**src/rtl/brb_pkg.sv**
```systemverilog
package brb_pkg;

  // Fixed field widths of the channels
  localparam int OP_W   = 2;
  localparam int DATA_W = 8;
  localparam int CNT_W  = 7;
  localparam int OFF_W  = 10;
  localparam int LVL_W  = 11;

  // Defaults for the top level parameters
  localparam int DEPTH_DEF   = 1024;
  localparam int MAX_RUN_DEF = 64;
  localparam int CAP_RESET   = 1024;

  typedef enum logic [OP_W-1:0] {
    OP_WRITE     = 2'd0,
    OP_READ_CLIP = 2'd1,
    OP_READ_ALL  = 2'd2,
    OP_PEEK      = 2'd3
  } op_t;

  typedef enum logic [1:0] {
    S_IDLE,
    S_DECIDE,
    S_FETCH,
    S_EMIT
  } state_t;

  // Operands of the shared modulo adder: (a + b) mod m, with a < m and b <= m
  typedef struct packed {
    logic [LVL_W-1:0] a;
    logic [LVL_W-1:0] b;
    logic [LVL_W-1:0] m;
  } modadd_req_t;

  // Clamp a raw capacity write into 1 .. depth
  function automatic logic [LVL_W-1:0] eff_cap(logic [LVL_W-1:0] raw, int unsigned depth);
    logic [LVL_W-1:0] c;
    c = raw;
    if (c == '0) c = LVL_W'(1);
    if (32'(c) > depth) c = LVL_W'(depth);
    return c;
  endfunction

endpackage

```
**src/rtl/brb_modadd.sv**
```systemverilog
module brb_modadd (
  input  brb_pkg::modadd_req_t     req,
  output logic [brb_pkg::LVL_W-1:0] sum
);
  import brb_pkg::*;

  logic [LVL_W:0] raw;
  logic [LVL_W:0] mod_ext;

  // Add, then fold back once past the modulus
  always_comb begin
    raw     = {1'b0, req.a} + {1'b0, req.b};
    mod_ext = {1'b0, req.m};
    if (raw >= mod_ext) begin
      sum = LVL_W'(raw - mod_ext);
    end else begin
      sum = raw[LVL_W-1:0];
    end
  end

endmodule

```
**config.mk**
```make
export PLATFORM = sky130hd
export DESIGN_NAME = brb_modadd
export DESIGN_NICKNAME = d
export VERILOG_FILES = /design/src/rtl/brb_pkg.sv /design/src/rtl/brb_modadd.sv
export SDC_FILE = /design/constraint.sdc
export NUM_CORES = 1
export LEC_CHECK = 0
export BUFFER_PORTS_ARGS = -buffer_cell sky130_fd_sc_hd__buf_2
export CORE_ASPECT_RATIO = 1.4
export CORE_MARGIN = 2
export CORE_UTILIZATION = 47
export DETAILED_ROUTE_END_ITERATION = 12
export GPL_ROUTABILITY_DRIVEN = 0
export GPL_TIMING_DRIVEN = 0
export PLACE_DENSITY = 0.82
export SETUP_SLACK_MARGIN = 0.1
export SYNTH_ARGS = -nofsm -noshare
export SYNTH_HDL_FRONTEND = slang
export SYNTH_SLANG_ARGS = --single-unit
```
**constraint.sdc**
```tcl
create_clock -name vclk -period 4.3
set_input_delay 0.43 -clock vclk [all_inputs]
set_output_delay 0.43 -clock vclk [all_outputs]
set_load 0.1 [all_outputs]
```
==> out/metrics.yaml, run 1 <==
floorplan:
  start_util: 0.484
  row_count: 21
  core_area_um2: 2360
  die_h_um: 62.4
  die_area_um2: 2850
  die_w_um: 45.7
  io_pins: 44
sta:
  fin_crit_ns: 4.00
  relSlewSlack: 0.795
  holdWs_ns: 1.41
  period_share: 0.931
  rsz0062_at_grt: "false"
  drv_slew: 0
  hold_viol: 0
  setup_slack_ns: 0.295
  fin_tns_setup_ns: 0
  setup_viol: 0
  worst_pin_slew_ns: 0.303
  max_freq_mhz: 250
grt:
  grt_antenna_before_repair: 0
  grt_max_degree: 11
  grt_overflow_total: 0
  grtUsageTotal: 0.179
  grt_pass1_vias: 1042
  grt_pass1_wl_um: 4200
placement:
  pre_cts_ws_ns: -0.0657
  postPlaceCellArea_um2: 1410
  place_inst: 207
  port_buffers: 44
  dp_hpwl_um: 2190
job:
  maxCapViolations: 0
setup_path:
  critPathMaxStageDelay_ns: 0.39
  crit_slowest_cell: "ha_1"
  cp_top_family: "compound AO/OA/AOI/OAI gates"
  cp-end-kind: "output pin"
  worstPathRequired_ns: 3.87
  start_kind: "input port"
  critPathMostFrequentCell: "buf_6"
  cp_data_arrival_time_ns: 3.57
  path_class: "input port to output pin"
  crit_buf_inv: 4
  crit_chain: "buf_2 > ha_2 > fa_2 > a21o_2 > a21boi_4 > inv_1 > a21oi_1 > xnor2_1 > ha_1 > nand4_1 > a31oi_1 > o2111ai_1 > o211ai_2 > buf_6 > mux2_4 > buf_6"
  critPathMaxFanout: 5
cells_and_area:
  seqCellArea_um2: 0
  layout-drive-gt1-share: 0.357
  fin_cells: 208
  nClkBuffers: 0
  post-route-cell-area_um2: 1500
  seq_cell_count: 0
  utilization: 0.634
  syn2layout_area_growth_pct: 30.9
  diodes: 0
  nets: 244
synthesis:
  synth_area_um2: 1140
  synth_largest_area_cell: "ha_1"
  ys_top_cells_by_area: "ha_1 24%, mux2_4 12%, xnor2_1 7.7%"
  syn_area_per_cell_um2: 8.18
  yosysUniqueCellTypes: 39
  yosys_warnings: 0
  yosysSeqAreaShare: 0
  synth_cells: 140
  syn-num-nets: 197
  synth_top_area_share: 0.240
clock_network:
  cts_setup_buffers: 0
  hold_buffers: 0
power_and_ir_drop:
  total_power_uw: 939
  peakVddDrop_mv: 0.622
  leakage_nw: 0.797
  power.density_nw_per_um2: 627
status:
  outcome: "completed"
detailed_routing:
  num_vias: 1179
  drtIter0Drc: 17
  post_drt_wl_per_cell_um: 12.9
  wl_um: 2680
  drtAntennaViolNets: 0
  vias_per_cell: 5.67
  first_pass_iters: 4
  drc: 0
hold_path:
  hold_class: "input port to output pin"
-- final cells by class --
| cell class | instances | area, um2 |
|---|---|---|
| Buffer | 1 | 11.3 |
| Inverter | 16 | 60.1 |
| Multi-Input combinational cell | 123 | 1100 |
| Timing Repair Buffer | 45 | 297 |
| Tap cell | 23 | 28.8 |
| Fill cell | 203 | 866 |
-- routing by layer --
layer,GRT usage,part of all wire
met3,0,0.022
met1,0.231,0.42
met5,0,0
met4,0.00357,0
met2,0.338,0.55
-- path summary, 6_finish.rpt --
check / startpoint / end / slack (ns) / depth (start not counted)
max: req[11] / sum[4] / 0.30 / 16
min: req[0] / sum[0] / 1.41 / 4
-- logic make-up after synthesis --
| family | Yosys count | share of synthesized area |
|---|---|---|
| buf+inv | 17 | 0.0623 |
| mux | 11 | 0.137 |
| compound gates | 47 | 0.297 |
| xor+xnor | 16 | 0.122 |
| fa+ha+maj | 24 | 0.275 |
| simple gates | 25 | 0.106 |
-- cell usage after synthesis, types with 3 or more instances --
cell type,instances
nand4_1,4
nand2_1,5
xnor2_1,10
xor2_1,6
ha_1,22
o211ai_1,3
nor2_1,6
mux2_4,9
inv_1,16
a21oi_1,17
nand3_1,4
a21o_1,5
-- where the power goes --
group | switching (mW) | leakage, nW | internal, mW
Combinational | 0.627 | 0.797 | 0.313
Sequential | 0 | 0 | 0
Clock | 0 | 0 | 0
Total | 0.627 | 0.797 | 0.313
-- cell usage in the layout (no fill, tap or decap), types with 2 or more instances in the layout --
cell type,n
ha_1,21
nand4_1,4
buf_6,12
a21oi_1,17
buf_2,33
inv_1,16
xor2_1,6
o21ai_0,2
mux2_4,9
nand2_1,5
nor3_1,2
o211ai_1,3
a21o_1,5
a31oi_1,2
nand3_1,4
nor2_1,6
o21a_1,2
xnor2_1,10
and2_1,2
-- repair_timing --
item | CTS | global route
hold endpoints to repair | 0 | 0
pin swaps | 0 | 1
resized for setup | 13 | 16
endpoints found under the setup margin | 11 | 11
cloned | 0 | 1
(Power assumes the default switching activity.)
==> inputs of run 2 (changes only) <==
--- a/config.mk
+++ b/config.mk
@@ -5,6 +5,7 @@
 export SDC_FILE = /design/constraint.sdc
 export NUM_CORES = 1
 export LEC_CHECK = 0
+export ABC_AREA = 1
 export BUFFER_PORTS_ARGS = -buffer_cell sky130_fd_sc_hd__buf_2
 export CORE_ASPECT_RATIO = 1.4
 export CORE_MARGIN = 2
@@ -12,7 +13,7 @@
 export DETAILED_ROUTE_END_ITERATION = 12
 export GPL_ROUTABILITY_DRIVEN = 0
 export GPL_TIMING_DRIVEN = 0
-export PLACE_DENSITY = 0.82
+export PLACE_DENSITY = 0.8
 export SETUP_SLACK_MARGIN = 0.1
 export SYNTH_ARGS = -nofsm -noshare
 export SYNTH_HDL_FRONTEND = slang
==> run 2 against run 1 <==
Net effect: sequential cell count unchanged; via count rose by 45%; die area up 19%; critical path depth is 3 higher; worst hold slack gained 0.092 ns; synthesized cell count grew 88%; critical path type unchanged; routed wire length increased by 25%.
==> out/metrics.yaml, run 2 <==
status:
  outcome: "completed"
synthesis:
  synth_fa_ha_area_frac: 0.228  # -0.0478
  synth-simple-area-share: 0.510  # +0.404
  syn_area_per_cell_um2: 5.27  # -36%
  synth_top_area_share: 0.276  # +0.0360
  syn-num-nets: 320  # +62%
  synth_compound_area_frac: 0.0723  # -0.225
  synth_area_um2: 1390  # +21%
  yosysSeqAreaShare: 0  # unchanged
  synth_top_family_by_area: "simple AND/OR/NAND/NOR gates"
  yosys_warnings: 0  # unchanged
  synth_cells: 263  # +88%
  synthTopCellsByCount: "102 x nand2_1, 45 x inv_1, 33 x nand3_1"
  yosysUniqueCellTypes: 19  # -51%
  synth_largest_area_cell: "nand2_1"
  yosys.area_share.xor_xnor: 0.0506  # -0.0718
  synth_mux_area_frac: 0  # -0.137
  synth.most_common_cell: "nand2_1"
  ys_top_cells_by_area: "nand2_1 28%, ha_1 20%, inv_1 12%"
setup_path:
  critPathMaxStageDelay_ns: 0.43  # +0.04 ns
  crit_chain: "buf_2 > ha_1 > fa_1 > nand3_1 > nand3_1 > nand2_1 > nand2_1 > nand2_1 > nand2_1 > ha_1 > nand2_1 > inv_1 > a21oi_1 > nand4_1 > nand2_2 > buf_4 > nand3_1 > nand2_1 > buf_2"
  cp-end-kind: "output pin"
  critPathMaxFanout: 10  # +5
  path_class: "input port to output pin"
  crit_slowest_cell: "fa_1"
  worstPathRequired_ns: 3.87  # about the same
  critPathMostFrequentCell: "nand2_1"
  cp_data_arrival_time_ns: 3.47  # -0.10 ns
  start_kind: "input port"
detailed_routing:
  num_vias: 1704  # +45%
  post_drt_wl_per_cell_um: 9.74  # -24%
  drc: 0  # unchanged
  drtIter0Drc: 30  # +13
  drtAntennaViolNets: 0  # unchanged
  vias_per_cell: 4.95  # -13%
  wl_um: 3350  # +25%
  first_pass_iters: 4  # unchanged
cells_and_area:
  syn2layout_area_growth_pct: 20.3
  final_cell_mix: "102 x nand2_1, 45 x inv_1, 39 x buf_2, 33 x nand3_1, 22 x ha_1"
  fill_cells: 324  # +60%
  multi_input_area_um2: 1190  # +8.2%
  layout-drive-gt1-share: 0.179  # -0.178
  post-route-cell-area_um2: 1670  # +11%
  nClkBuffers: 0  # unchanged
  diodes: 0  # unchanged
  nets: 366  # +50%
  seq_cell_count: 0  # unchanged
  final_common_cell: "nand2_1"
  utilization: 0.585  # -0.0489
  seqCellArea_um2: 0  # unchanged
sta:
  setup_viol: 0  # unchanged
  rsz0062_at_grt: "false"
  hold_viol: 0  # unchanged
  setup_slack_ns: 0.404  # +0.109 ns
  period_share: 0.906  # -0.0253
  worst_pin_slew_ns: 0.493  # +0.190 ns
  relSlewSlack: 0.674  # -0.121
  drv_slew: 0  # unchanged
  fin_crit_ns: 3.90  # -0.109 ns
  max_freq_mhz: 257  # +2.8%
  fin_tns_setup_ns: 0  # unchanged
power_and_ir_drop:
  leakage_nw: 1.10  # +38%
  power_frac_clock: 0  # unchanged
  total_power_uw: 739  # -21%
  power_switching_uw: 558  # -11%
  combPwrFrac: 1.000  # about the same
  internal_power_uw: 181  # -42%
  power.density_nw_per_um2: 444  # -29%
  peakVddDrop_mv: 0.259  # -58%
  p_seq_frac: 0  # unchanged
  swShare: 0.755  # +0.0884
placement:
  pre_cts_ws_ns: 0.369  # +0.434 ns
  dp_hpwl_um: 2950  # +35%
  postPlaceCellArea_um2: 1650  # +17%
  port_buffers: 44  # unchanged
grt:
  grt_antenna_before_repair: 0  # unchanged
  grtUsageTotal: 0.198  # +0.0183
  grt_max_degree: 11  # unchanged
  grt_pass1_vias: 1436  # +38%
  grt_pass1_wl_um: 5430  # +29%
  grt_overflow_total: 0  # unchanged
floorplan:
  die_h_um: 68.2  # +9.4%
  row_count: 23  # +9.5%
  core_area_um2: 2850  # +20%
  die_w_um: 49.9  # +9.1%
  io_pins: 44  # unchanged
  die_area_um2: 3400  # +19%
  start_util: 0.486  # +0.00204
clock_network:
  hold_buffers: 0  # unchanged
hold_path:
  hold-path-endpoint: "sum[0]"
  hold_path.startpoint: "req[0]"
  hold_depth: 6  # +2
  hold_class: "input port to output pin"
job:
  maxCapViolations: 0  # unchanged
==> run 2: worst max-delay path by stage <==
stage | from | to | cells after the start
after floorplan | req[11] | sum[9] | 17
after global placement | req[11] | sum[4] | 19
after detailed placement | req[11] | sum[4] | 19
after CTS | req[11] | sum[4] | 19
after global routing | req[11] | sum[6] | 19
final | req[11] | sum[0] | 19
==> run 2: power groups by stage <==
stage	registers, mW	logic (mW)	clock network (mW)
finish	0	0.739	0
global route	0	0.799	0
CTS	0	0.730	0
detailed placement	0	0.728	0
global placement	0	0.722	0
floorplan	0	0.617	0
==> run 2: layout make-up <==
type               count  share of cell area
inverters             45               0.101
repair buffers        44               0.141
multi-input cells    215               0.715
plain buffers          3              0.0143
well taps             37              0.0278
==> run 2: cell families (layout without fill, tap and decap cells) <==
group / Yosys count / in the layout
and+or+nand+nor: 166 / 166
buffers and inverters: 48 / 92
adders and majority gates: 24 / 24
AOI/OAI and AO/OA: 17 / 17
xor gates and xnor gates: 8 / 8
==> run 2: layer usage <==
metal | track usage | wire (um) | vias to the layer above
li1 | - | - | 923
met1 | 0.196 | 1330 | 746
met2 | 0.452 | 1910 | 31
met3 | 0 | 72 | 4
met4 | 0.0278 | 33 | 0
met5 | 0 | 0 | -
==> run 2: worst max-delay path, delay by kind of cell <==
family / cells / cell delay, ns
simple gates: 11 / 1.06
fa+ha+maj: 3 / 0.99
buf+inv: 4 / 0.76
compound gates: 1 / 0.22
==> run 2: repair_timing <==
item / 4_1_cts / 5_1_grt
gates resized for setup: 0 / 6
buffers inserted: 0 / 0
endpoints found under the setup margin: 0 / 6
==> run 2: metrics by stage <==
stage	hold slack, ns	std cells
floorplan	1.59	263
global placement	1.48	344
detailed placement	1.48	344
CTS	1.49	344
global route	1.52	344
finish	1.50	344
